[config.mk]
export PLATFORM = sky130hd
export DESIGN_NAME = obb_decide
export DESIGN_NICKNAME = d
export VERILOG_FILES = /design/src/obb_pkg.sv /design/src/obb_decide.sv
export SDC_FILE = /design/constraint.sdc
export NUM_CORES = 1
export LEC_CHECK = 0
export BUFFER_PORTS_ARGS = -buffer_cell sky130_fd_sc_hd__buf_2
export CAP_MARGIN = 20
export CORE_AREA = 2 2 221 223
export CTS_CLUSTER_DIAMETER = 100
export DETAILED_ROUTE_END_ITERATION = 10
export DIE_AREA = 0 0 223 225
export SLEW_MARGIN = 10
export SYNTH_ARGS = -nofsm -noshare
export SYNTH_HDL_FRONTEND = slang
export SYNTH_SLANG_ARGS = --single-unit
[constraint.sdc]
create_clock -name i_clk -period 7.2 [get_ports i_clk]
set_input_delay 0 -clock i_clk [delete_from_list [all_inputs] [get_ports i_clk]]
set_output_delay 0 -clock i_clk [all_outputs]
set_load 0.005 [all_outputs]
[src/obb_pkg.sv]
// Shared widths, stage records and helper functions of the oriented box overlap test.
package obb_pkg;

    localparam int POS_W      = 16;
    localparam int HALF_W     = 15;
    localparam int DIR_W      = 16;
    localparam int DIFF_W     = POS_W + 1;
    localparam int DPROD_W    = 2 * DIR_W;
    localparam int DOT_W      = DPROD_W + 1;
    localparam int DOTMAG_W   = DPROD_W;
    localparam int CPROD_W    = DIFF_W + DIR_W;
    localparam int CSUM_W     = CPROD_W + 1;
    localparam int CMAG_W     = CPROD_W;
    localparam int EXT_W      = DOTMAG_W + HALF_W;
    localparam int DIST_SHIFT = 14;
    localparam int HALF_SHIFT = 28;
    localparam int DIST_W     = CMAG_W + DIST_SHIFT;
    localparam int CMP_W      = EXT_W + 2;

    typedef struct packed {
        logic signed [POS_W-1:0] cx;
        logic signed [POS_W-1:0] cy;
        logic        [HALF_W-1:0] hw;
        logic        [HALF_W-1:0] hh;
        logic signed [DIR_W-1:0] c;
        logic signed [DIR_W-1:0] s;
    } t_box;

    typedef struct packed {
        logic        [HALF_W-1:0] ahw;
        logic        [HALF_W-1:0] ahh;
        logic        [HALF_W-1:0] bhw;
        logic        [HALF_W-1:0] bhh;
    } t_halves;

    typedef struct packed {
        logic signed [DIFF_W-1:0]  dx;
        logic signed [DIFF_W-1:0]  dy;
        logic signed [DPROD_W-1:0] pcc;
        logic signed [DPROD_W-1:0] pss;
        logic signed [DPROD_W-1:0] pcs;
        logic signed [DPROD_W-1:0] psc;
        logic signed [DIR_W-1:0]   ac;
        logic signed [DIR_W-1:0]   as;
        logic signed [DIR_W-1:0]   bc;
        logic signed [DIR_W-1:0]   bs;
        t_halves                   h;
    } t_s1;

    typedef struct packed {
        logic        [DOTMAG_W-1:0] pmag;
        logic        [DOTMAG_W-1:0] qmag;
        logic signed [CPROD_W-1:0]  daw0;
        logic signed [CPROD_W-1:0]  daw1;
        logic signed [CPROD_W-1:0]  dah0;
        logic signed [CPROD_W-1:0]  dah1;
        logic signed [CPROD_W-1:0]  dbw0;
        logic signed [CPROD_W-1:0]  dbw1;
        logic signed [CPROD_W-1:0]  dbh0;
        logic signed [CPROD_W-1:0]  dbh1;
        t_halves                    h;
    } t_s2;

    typedef struct packed {
        logic [CMAG_W-1:0] dist_aw;
        logic [CMAG_W-1:0] dist_ah;
        logic [CMAG_W-1:0] dist_bw;
        logic [CMAG_W-1:0] dist_bh;
        logic [EXT_W-1:0]  pw_b;
        logic [EXT_W-1:0]  qh_b;
        logic [EXT_W-1:0]  qw_b;
        logic [EXT_W-1:0]  ph_b;
        logic [EXT_W-1:0]  pw_a;
        logic [EXT_W-1:0]  qh_a;
        logic [EXT_W-1:0]  qw_a;
        logic [EXT_W-1:0]  ph_a;
        t_halves           h;
    } t_s3;

    function automatic logic [DOTMAG_W-1:0] dot_mag(input logic signed [DOT_W-1:0] v);
        logic signed [DOT_W-1:0] n;
        n = -v;
        return v[DOT_W-1] ? n[DOTMAG_W-1:0] : v[DOTMAG_W-1:0];
    endfunction

    function automatic logic [CMAG_W-1:0] dist_mag(input logic signed [CSUM_W-1:0] v);
        logic signed [CSUM_W-1:0] n;
        n = -v;
        return v[CSUM_W-1] ? n[CMAG_W-1:0] : v[CMAG_W-1:0];
    endfunction

endpackage

[src/obb_decide.sv]
// Last stage: per-axis separation compare and the registered overlap result.
module obb_decide (
    input  logic           i_clk,
    input  logic           i_rst_n,
    input  logic           i_en,
    input  logic           i_vld,
    input  obb_pkg::t_s3   i_data,
    output logic           o_vld,
    output logic           o_overlap
);

    localparam int OWN_PAD  = obb_pkg::CMP_W - obb_pkg::HALF_W - obb_pkg::HALF_SHIFT;
    localparam int EXT_PAD  = obb_pkg::CMP_W - obb_pkg::EXT_W;
    localparam int DIST_PAD = obb_pkg::CMP_W - obb_pkg::DIST_W;

    logic                       r_vld;
    logic                       r_overlap;
    logic                       n_overlap;
    logic [obb_pkg::CMP_W-1:0]  d_aw;
    logic [obb_pkg::CMP_W-1:0]  d_ah;
    logic [obb_pkg::CMP_W-1:0]  d_bw;
    logic [obb_pkg::CMP_W-1:0]  d_bh;
    logic [obb_pkg::CMP_W-1:0]  rad_aw;
    logic [obb_pkg::CMP_W-1:0]  rad_ah;
    logic [obb_pkg::CMP_W-1:0]  rad_bw;
    logic [obb_pkg::CMP_W-1:0]  rad_bh;

    always_comb begin
        d_aw = {{DIST_PAD{1'b0}}, i_data.dist_aw, {obb_pkg::DIST_SHIFT{1'b0}}};
        d_ah = {{DIST_PAD{1'b0}}, i_data.dist_ah, {obb_pkg::DIST_SHIFT{1'b0}}};
        d_bw = {{DIST_PAD{1'b0}}, i_data.dist_bw, {obb_pkg::DIST_SHIFT{1'b0}}};
        d_bh = {{DIST_PAD{1'b0}}, i_data.dist_bh, {obb_pkg::DIST_SHIFT{1'b0}}};
        rad_aw = {{OWN_PAD{1'b0}}, i_data.h.ahw, {obb_pkg::HALF_SHIFT{1'b0}}}
               + {{EXT_PAD{1'b0}}, i_data.pw_b} + {{EXT_PAD{1'b0}}, i_data.qh_b};
        rad_ah = {{OWN_PAD{1'b0}}, i_data.h.ahh, {obb_pkg::HALF_SHIFT{1'b0}}}
               + {{EXT_PAD{1'b0}}, i_data.qw_b} + {{EXT_PAD{1'b0}}, i_data.ph_b};
        rad_bw = {{OWN_PAD{1'b0}}, i_data.h.bhw, {obb_pkg::HALF_SHIFT{1'b0}}}
               + {{EXT_PAD{1'b0}}, i_data.pw_a} + {{EXT_PAD{1'b0}}, i_data.qh_a};
        rad_bh = {{OWN_PAD{1'b0}}, i_data.h.bhh, {obb_pkg::HALF_SHIFT{1'b0}}}
               + {{EXT_PAD{1'b0}}, i_data.qw_a} + {{EXT_PAD{1'b0}}, i_data.ph_a};
        n_overlap = !((d_aw >= rad_aw) || (d_ah >= rad_ah) ||
                      (d_bw >= rad_bw) || (d_bh >= rad_bh));
    end

    always_ff @(posedge i_clk) begin
        if (!i_rst_n) begin
            r_vld <= 1'b0;
        end else if (i_en) begin
            r_vld <= i_vld;
        end
    end

    always_ff @(posedge i_clk) begin
        if (i_en && i_vld) begin
            r_overlap <= n_overlap;
        end
    end

    assign o_vld     = r_vld;
    assign o_overlap = r_overlap;

endmodule

==> results of run 1 <==
## where the power goes
group	total, W	internal [W]	switching [W]
Sequential	0.0000160	0.0000151	0.000000849
Combinational	0.00258	0.00116	0.00142
Clock	0.0000883	0.0000731	0.0000152
Total	0.00268	0.00125	0.00143
## final cells by class
type	instances	share of cell area
Multi-Input combinational cell	1845	0.7889
Tap cell	615	0.03997
Inverter	64	0.01248
Timing Repair Buffer	575	0.1499
Antenna cell	16	0.002080
Clock buffer	4	0.004094
Sequential cell	2	0.002600
## worst max path at each step
stage	cells after the start	endpoint
final	25	o_overlap
after global routing	25	o_overlap
after CTS	25	o_overlap
after detailed placement	25	o_overlap
after global placement	25	o_overlap
after floorplan	23	o_overlap
## synth_stat cells (36+ instances only)
master    instances  area, um2
xnor2_1          72      630.6
ha_1            444       5555
fa_1             64       1281
xor2_1           67      586.8
nor2_1          101      379.1
nand3_1          48      240.2
a21oi_1         198      991.0
inv_1            64      240.2
nand4_1          47      294.0
nand2b_1         36      225.2
o21ai_0         121      605.6
a21o_1          160       1201
nand2_1         118      442.9
## worst register-to-register path, delay by kind of cell, from the launching register on
family           cells  cell delay (ps)
flip-flops           1              300
AO/OA/AOI/OAI        1              160
AND/OR/NAND/NOR      1              120
## timing repair
| action | CTS | global route |
|---|---|---|
| hold buffers | 1 | 0 |
| buffers inserted | 0 | 0 |
| gates resized for setup | 0 | 0 |
| hold endpoints to repair | 1 | 0 |
## metal layers
layer,track usage,wire (um)
met1,0.2641,24120
met5,0,92
met3,0.02920,2934
met2,0.3845,27590
met4,0.06430,1443
## per-stage QoR
step	utilization	total power, W
after floorplan	-	0.001825
after global placement	0.4022	0.002510
after detailed placement	0.4022	0.002557
after CTS	0.4041	0.002669
after global routing	0.4048	0.003007
final	0.4049	0.002681
## kinds of logic after synthesis
group,count (synthesis),synth area share
adder cells (fa/ha/maj),508,0.4395
flip-flops,2,0.003218
AO/OA/AOI/OAI,675,0.2823
buffers and inverters,83,0.02027
multiplexers,9,0.006677
AND/OR/NAND/NOR,514,0.1697
XOR/XNOR,139,0.07827
## registers in the layout (all words and copies together) (netlist names)
register   cells
o_vld          1
o_overlap      1
==> impl_metrics.env, run 1 <==
export IMPL_status="finished, final reports clean"
export IMPL_r2r_slack_ps=6510
export IMPL_crit_required_ps=7160
export IMPL_cp_arrival_ps=6510
export IMPL_grt_pass1_vias=17521
export IMPL_final_nets=3571
export IMPL_crit_family="simple AND/OR/NAND/NOR gates"
export IMPL_ys_flop_type="edfxtp_1"
export IMPL_slew_headroom=0.4928
export IMPL_via_count=17109
export IMPL_fmax_ghz=0.1526
export IMPL_critPathKind="in -> reg"
export IMPL_firstDrtPassIters=5
export IMPL_ys_ff_latch=2
export IMPL_finClkSkew_ps=0
export IMPL_chipWidth_um=223
export IMPL_place_congestion=0.9345
export IMPL_hold_path_depth=3
export IMPL_r2r_end="o_vld"
export IMPL_drv_slew=0
export IMPL_clk_latency_ps=220
export IMPL_finalInstanceArea_um2=19250
export IMPL_holdCritPathClass="in -> reg"
export IMPL_cts_made_buffers=3
export IMPL_vias_per_cell=5.482
export IMPL_drtIter0Drc=758
export IMPL_clock_root_buffer="clkbuf_16"
export IMPL_regArea_um2=50.05
export IMPL_post_dp_hpwl_um=51160
export IMPL_rsz0062_at_grt="false"
export IMPL_routed_wl_um=56170
export IMPL_async_flop_share=0
export IMPL_drive_above_1_share=0.2466
export IMPL_synth_edf_count=1
export IMPL_multiInputGateArea_um2=15190
export IMPL_critPathBufInv=1
export IMPL_worstMarginPinSlew_ps=753.8
export IMPL_area_growth_pct=23.78
export IMPL_core_rowCount=80
export IMPL_grt_first_pass_wirelength_um=87980
export IMPL_peakVddDrop_uv=64.94
export IMPL_die_height_um=225
export IMPL_cts_tree="done"
export IMPL_placed_area_um2=19120
export IMPL_r2r_start="o_vld"
export IMPL_cts_htree_levels=1
export IMPL_synth_warnings=0
export IMPL_setup_viol=0
export IMPL_critPathLaunch="i_data[158]"
export IMPL_antenna_found_initial=22
export IMPL_drv_cap=0
export IMPL_p_leak_nw=10.37
export IMPL_n_fill_cell=4859
export IMPL_mostFrequentLayoutCells="buf_2 (573), ha_1 (444), a21oi_1 (198)"
export IMPL_slowest_stage="nor4_1"
export IMPL_crit_fanout=6
export IMPL_die_area_um2=50180
export IMPL_route_detailed_drc=0
export IMPL_synth_seq_area_share=0.003218
export IMPL_power_density_nw_per_um2=139.3
export IMPL_synth_nets=3010
export IMPL_core_area_um2=47550
export IMPL_period_share=0.9101
export IMPL_grt_ovfl_total=0
export IMPL_hold_ws_ps=95.92
export IMPL_hold_end="o_vld"
export IMPL_hp_start="i_en"
export IMPL_cts_max_path_buffers=2
export IMPL_dpl_worst_slack_ps=431.8
export IMPL_clock_sinks=2
export IMPL_initial_core_util=0.3271
export IMPL_antenna_left=0
export IMPL_cp_start_kind="input pin"
export IMPL_port_buffers=573
export IMPL_grt_max_degree=12
export IMPL_track_usage=0.2138
export IMPL_hold_viol=0
export IMPL_layout_commonest_cell="buf_2"
export IMPL_cpPeakStageDelay_ps=640
export IMPL_syn_area_per_cell_um2=8.059
export IMPL_io_pins=574
export IMPL_final_setup_worst_slack_ps=647.2
export IMPL_worst_path_most_repeated_cell="ha_1"
export IMPL_dp_cells=3100
export IMPL_ys_types=82
export IMPL_r2r_cells=2
export IMPL_postSynthCellCount=1930
export IMPL_clkTransAtPathRegs_ps=30
export IMPL_drt_wirelength_per_cell_um=18.00
export IMPL_fin_setup_tns_ps=0
export IMPL_synth_area_um2=15550
export IMPL_final_cells=3121
export IMPL_fin_crit_ps=6553
export IMPL_endpoint_kind="flip-flop"
Note: power is estimated with default switching activity, not from simulation.
==> inputs of run 2 (changes only) <==
--- a/config.mk
+++ b/config.mk
@@ -13,2 +13,3 @@
 export DIE_AREA = 0 0 223 225
+export SETUP_SLACK_MARGIN = 0.05
 export SLEW_MARGIN = 10
==> constraint.sdc (replaced) <==
create_clock -name i_clk -period 7.2 [get_ports i_clk]
set_input_delay 0.72 -clock i_clk [delete_from_list [all_inputs] [get_ports i_clk]]
set_output_delay 0.72 -clock i_clk [all_outputs]
set_load 0.005 [all_outputs]
==> run 2 against run 1 <==
Global-route usage is 0.13 points lower; sequential share of layout area hardly changed; setup slack worse by 270 ps; via count hardly changed; clock skew stayed put; cell area is 0.25% higher; combinational power hardly changed; register-to-register slack hardly changed; maximum frequency is 3.9% lower; die area stayed put; sequential cell count stayed put.
==> impl_metrics.env, run 2 (same netlist as run 1, synthesis figures left out) <==
export IMPL_status="finished, final reports clean"
export IMPL_core_area_um2=47550
export IMPL_fmax_ghz=0.1466
export IMPL_clk_latency_ps=230
export IMPL_crit_required_ps=7150
export IMPL_slew_headroom=0.4846
export IMPL_die_area_um2=50180
export IMPL_cts_hold_buffers_added=0
export IMPL_vias_per_cell=5.488
export IMPL_core_rowCount=80
export IMPL_cp_arrival_ps=6770
export IMPL_clock_sinks=2
export IMPL_drive_above_1_share=0.2508
export IMPL_chipWidth_um=223
export IMPL_grt_ovfl_total=0
export IMPL_critPathKind="in -> reg"
export IMPL_cts_made_buffers=3
export IMPL_area_growth_pct=24.09
export IMPL_cts_tree="done"
export IMPL_die_height_um=225
export IMPL_placed_area_um2=19180
export IMPL_r2r_cells=2
export IMPL_route_detailed_drc=0
export IMPL_fin_crit_ps=6820
export IMPL_layout_commonest_cell="buf_2"
export IMPL_drv_slew=0
export IMPL_port_buffers=573
export IMPL_drv_cap=0
export IMPL_grt_max_degree=12
export IMPL_drt_wirelength_per_cell_um=18.07
export IMPL_worstMarginPinSlew_ps=766.0
export IMPL_holdCritPathClass="reg -> reg"
export IMPL_cts_htree_levels=1
export IMPL_cpPeakStageDelay_ps=590
export IMPL_antenna_found_initial=17
export IMPL_track_usage=0.2126
export IMPL_finalInstanceArea_um2=19300
export IMPL_grt_pass1_vias=17121
export IMPL_place_congestion=0.9389
export IMPL_drtIter0Drc=1028
export IMPL_grt_first_pass_wirelength_um=87710
export IMPL_setup_viol=0
export IMPL_finClkSkew_ps=0
export IMPL_firstDrtPassIters=5
export IMPL_routed_wl_um=56340
export IMPL_cts_setup_buffers=0
export IMPL_power_density_nw_per_um2=139.2
export IMPL_slowest_stage="or4_1"
export IMPL_cts_max_path_buffers=2
export IMPL_final_nets=3577
export IMPL_period_share=0.9472
export IMPL_crit_cells=25
export IMPL_via_count=17112
export IMPL_hold_viol=0
export IMPL_rsz0062_at_grt="false"
export IMPL_io_pins=574
export IMPL_clkTransAtPathRegs_ps=30
export IMPL_hold_path_depth=2
export IMPL_cp_start_kind="input pin"
export IMPL_hold_ws_ps=602.4
export IMPL_endpoint_kind="flip-flop"
export IMPL_antenna_left=0
export IMPL_crit_family="simple AND/OR/NAND/NOR gates"
export IMPL_mostFrequentLayoutCells="buf_2 (573), ha_1 (444), a21oi_1 (198)"
export IMPL_crit_fanout=5
export IMPL_post_dp_hpwl_um=51270
export IMPL_clock_root_buffer="clkbuf_16"
export IMPL_p_leak_nw=10.41
export IMPL_initial_core_util=0.3271
export IMPL_peakVddDrop_uv=64.21
export IMPL_worst_path_most_repeated_cell="ha_1"
export IMPL_critPathBufInv=1
export IMPL_n_fill_cell=4841
[run 2: cell count changes in the layout (fill, tap and decap cells not counted), sizes merged]
cell,change
dlygate4sd3,-1
diode,-9
buf,+7
[run 2: metal layers]
| metal | wire, um | share of wire | GRT usage |
|---|---|---|---|
| met2 | 28210 | 0.50 | 0.3926 |
| met3 | 2695 | 0.048 | 0.02308 |
| met5 | 117 | 0.0021 | 0 |
| met1 | 24700 | 0.44 | 0.2703 |
| met4 | 621 | 0.011 | 0.03031 |
[run 2: final timing paths]
kind / end / slack, ps / startpoint
setup / recovery: o_overlap / 380 / i_data[157]
hold / removal: o_vld / 600 / o_vld
setup reg to reg: o_vld / 6510 / o_vld
hold reg to reg: o_vld / 600 / o_vld
[run 2: layout make-up]
class / instances / area, um2 / share of cell area
Timing Repair Buffer: 581 / 2928 / 0.1517
Clock buffer: 4 / 78.83 / 0.004084
Multi-Input combinational cell: 1845 / 15220 / 0.7884
Antenna cell: 7 / 17.52 / 0.0009076
Tap cell: 615 / 769.5 / 0.03987
Sequential cell: 2 / 50.05 / 0.002593
Inverter: 64 / 240.2 / 0.01245
[run 2: tightest hold or removal path, stage by stage (launching register included)]
cell	delay (ps)
dfxtp_1	310
nor2b_1	150
o21a_1	110
[run 2: per-stage QoR]
stage | total power [W] | cells | utilization | setup TNS [ps] | worst slack (ps)
after floorplan | 0.001825 | 1930 | - | 0 | 1014
after global placement | 0.002514 | 3107 | 0.4033 | 0 | 187.2
after global routing | 0.003000 | 3117 | 0.4059 | 0 | 91.28
final | 0.002686 | 3118 | 0.4059 | 0 | 380.5
after CTS | 0.002674 | 3111 | 0.4051 | 0 | 57.69
after detailed placement | 0.002557 | 3107 | 0.4033 | -161.0 | -161.0
[run 2: repair_timing]
action | CTS | global route
setup endpoints to repair | 1 | 1
pin swaps | 0 | 1
resized for setup | 1 | 6
gates cloned | 0 | 0
[run 2: power by group]
group / switching, W / leakage [nW] / total, W / internal (W)
clock network: 0.0000178 / 0.0382 / 0.0000911 / 0.0000733
registers: 0.000000631 / 0.0173 / 0.0000157 / 0.0000151
logic: 0.00141 / 10.4 / 0.00258 / 0.00117
total: 0.00143 / 10.4 / 0.00269 / 0.00125
==> inputs of run 3 (changes only) <==
--- a/config.mk
+++ b/config.mk
@@ -7,9 +7,11 @@
 export LEC_CHECK = 0
+export ABC_AREA = 1
 export BUFFER_PORTS_ARGS = -buffer_cell sky130_fd_sc_hd__buf_2
 export CAP_MARGIN = 20
-export CORE_AREA = 2 2 221 223
+export CORE_AREA = 2 2 222 224
 export CTS_CLUSTER_DIAMETER = 100
 export DETAILED_ROUTE_END_ITERATION = 10
-export DIE_AREA = 0 0 223 225
+export DIE_AREA = 0 0 224 226
 export SETUP_SLACK_MARGIN = 0.05
+export SKIP_CTS_REPAIR_TIMING = 1
 export SLEW_MARGIN = 10
--- a/constraint.sdc
+++ b/constraint.sdc
@@ -3,2 +3,2 @@
 set_output_delay 0.72 -clock i_clk [all_outputs]
-set_load 0.005 [all_outputs]
+set_load 0.1 [all_outputs]
==> run 3 against run 2 <==
Critical endpoint unchanged; maximum frequency is 29% higher; non-clock buffer count decreased by 8; global-route usage up 3.9 points; utilization grew 5.1 points; sequential cell count unchanged; sequential share of layout area is essentially flat.
==> impl_metrics.env, run 3 <==
export IMPL_drive_above_1_share=0.1975
export IMPL_routed_wl_um=66450
export IMPL_track_usage=0.2512
export IMPL_rsz0062_at_grt="false"
export IMPL_hold_path_depth=2
export IMPL_yosys_area_share_simple=0.2974
export IMPL_n_fill_cell=5382
export IMPL_syn_area_per_cell_um2=6.369
export IMPL_synth_fa_ha_area_frac=0.3726
export IMPL_synth_seq_area_share=0.002728
export IMPL_slowest_stage="nor4_1"
export IMPL_synth_mux_area_frac=0
export IMPL_via_count=21099
export IMPL_synth_nets=3961
export IMPL_synth_commonest_cells="nand2_1 (678), ha_1 (444), inv_1 (371), nor2_1 (336), a21oi_1 (251)"
export IMPL_grt_first_pass_wirelength_um=103200
export IMPL_synth_area_leaders="ha_1 (30%), nand2_1 (14%), inv_1 (7.6%)"
export IMPL_die_area_um2=50620
export IMPL_p_leak_nw=12.23
export IMPL_hold_viol=0
export IMPL_antenna_found_initial=12
export IMPL_fin_total_pwr_w=0.003023
export IMPL_cts_made_buffers=3
export IMPL_clock_sinks=2
export IMPL_die_height_um=226
export IMPL_synth_edf_count=1
export IMPL_synth_area_um2=18350
export IMPL_dpl_worst_slack_ps=1657
export IMPL_r2r_cells=2
export IMPL_ys_ff_latch=2
export IMPL_critPathKind="in -> reg"
export IMPL_setup_viol=0
export IMPL_firstDrtPassIters=7
export IMPL_power_switching_w=0.001795
export IMPL_layout_commonest_cell="nand2_1"
export IMPL_drv_slew=0
export IMPL_initial_core_util=0.3796
export IMPL_postSynthCellCount=2881
export IMPL_swShare=0.5938
export IMPL_fmax_ghz=0.1891
export IMPL_drv_cap=0
export IMPL_fin_crit_ps=5287
export IMPL_comb_power_share=0.965
export IMPL_grt_max_degree=8
export IMPL_final_nets=4539
export IMPL_core_rowCount=81
export IMPL_cpPeakStageDelay_ps=440
export IMPL_fin_setup_tns_ps=0
export IMPL_synth_compound_area_frac=0.1862
export IMPL_mostFrequentLayoutCells="nand2_1 (678), buf_2 (573), ha_1 (444)"
export IMPL_clkTransAtPathRegs_ps=30
export IMPL_cts_htree_levels=1
export IMPL_regArea_um2=50.05
export IMPL_endpoint_kind="flip-flop"
export IMPL_final_setup_worst_slack_ps=1913
export IMPL_clk_latency_ps=220
export IMPL_cp_start_kind="input pin"
export IMPL_area_growth_pct=20.44
export IMPL_port_buffers=573
export IMPL_worst_path_most_repeated_cell="nand2_1"
export IMPL_grt_pass1_vias=20415
export IMPL_holdCritPathClass="reg -> reg"
export IMPL_worstMarginPinSlew_ps=614.0
export IMPL_grt_ovfl_total=0
export IMPL_place_congestion=0.9946
export IMPL_route_detailed_drc=0
export IMPL_synth_top_family_by_area="adder cells"
export IMPL_core_area_um2=48340
export IMPL_cts_max_path_buffers=2
export IMPL_yosys_area_top_type="ha_1"
export IMPL_slew_headroom=0.5849
export IMPL_antenna_left=0
export IMPL_drt_wirelength_per_cell_um=16.25
export IMPL_crit_fanout=3
export IMPL_ys_flop_type="edfxtp_1"
export IMPL_p_int_w=0.001228
export IMPL_cts_tree="done"
export IMPL_synth_warnings=0
export IMPL_synthXorXnorAreaFrac=0.06348
export IMPL_multiInputGateArea_um2=16880
export IMPL_ys_types=58
export IMPL_p_clk_frac=0.030
export IMPL_peakVddDrop_uv=62.50
export IMPL_yosys_area_top_type_share=0.3028
export IMPL_power_density_nw_per_um2=136.8
export IMPL_chipWidth_um=224
export IMPL_pwr_share_seq=0.005
export IMPL_io_pins=574
export IMPL_hold_ws_ps=467.0
export IMPL_finClkSkew_ps=0
export IMPL_clock_root_buffer="clkbuf_16"
export IMPL_crit_required_ps=7180
export IMPL_vias_per_cell=5.159
export IMPL_yosysMostFrequentCell="nand2_1"
export IMPL_status="finished, final reports clean"
export IMPL_period_share=0.7343
export IMPL_post_dp_hpwl_um=61830
export IMPL_cp_arrival_ps=5270
export IMPL_async_flop_share=0
export IMPL_drtIter0Drc=1196
-- run 3: cell count changes after synthesis, sizes merged, moves of 12 or more --
cell | before | now
nor2 | 101 | 339
a211oi | 21 | 6
a21oi | 198 | 282
nand3 | 48 | 133
clkbuf | 16 | 0
nand2 | 118 | 707
inv | 64 | 378
a21o | 161 | 30
or2 | 14 | 2
nand2b | 36 | 0
nor2b | 35 | 0
and3 | 26 | 2
-- run 3: power groups by stage --
stage / Combinational (W) / Clock, W / Sequential [W]
CTS: 0.00291 / 0.0000898 / 0.0000165
global route: 0.00331 / 0.0000904 / 0.0000164
finish: 0.00292 / 0.0000898 / 0.0000166
global placement: 0.00290 / 0 / 0.0000166
detailed placement: 0.00289 / 0 / 0.0000167
floorplan: 0.00203 / 0 / 0.0000271
-- run 3: cell families (layout without fill, tap and decap cells) --
group / after synthesis / count (layout)
simple gates: 1290 / 1290
other cells: 0 / 10
buf+inv: 379 / 956
flops: 2 / 2
xor+xnor: 133 / 133
fa+ha+maj: 508 / 508
compound gates: 569 / 569
-- run 3: worst max-delay path, delay by kind of cell --
kind / cells / cell delay (ps)
xor gates and xnor gates: 1 / 150
and+or+nand+nor: 18 / 2260
AOI/OAI and AO/OA: 3 / 590
buffers and inverters: 4 / 320
adders and majority gates: 4 / 1220
-- run 3: worst paths after layout --
kind	slack (ps)	from	end
min reg2reg	470	o_vld	o_vld
min	470	o_vld	o_vld
max reg2reg	6640	o_vld	o_vld
max	1910	i_data[155]	o_overlap
-- run 3: metal layers --
metal  vias up  track usage  wire length, um
met4         6      0.04086             1129
met5         -            0               43
met1      9510       0.3314            30340
li1      10896            -                -
met3        66      0.01496             3016
met2       621       0.4554            31920
-- run 3: cell type report --
type | instances | share of cell area
inverter | 379 | 0.06438
timing repair buffer | 573 | 0.1298
tap | 622 | 0.03522
clock buffer | 4 | 0.003567
sequential | 2 | 0.002265
antenna | 10 | 0.001132
multi-input combinational | 2500 | 0.7637
-- run 3: per-stage QoR --
| stage | utilization | cells | area [um2] |
|---|---|---|---|
| after floorplan | - | 2881 | 18350 |
| after global placement | 0.4550 | 4076 | 21990 |
| after detailed placement | 0.4550 | 4076 | 21990 |
| after CTS | 0.4566 | 4080 | 22070 |
| after global routing | 0.4571 | 4089 | 22100 |
| final | 0.4571 | 4090 | 22100 |
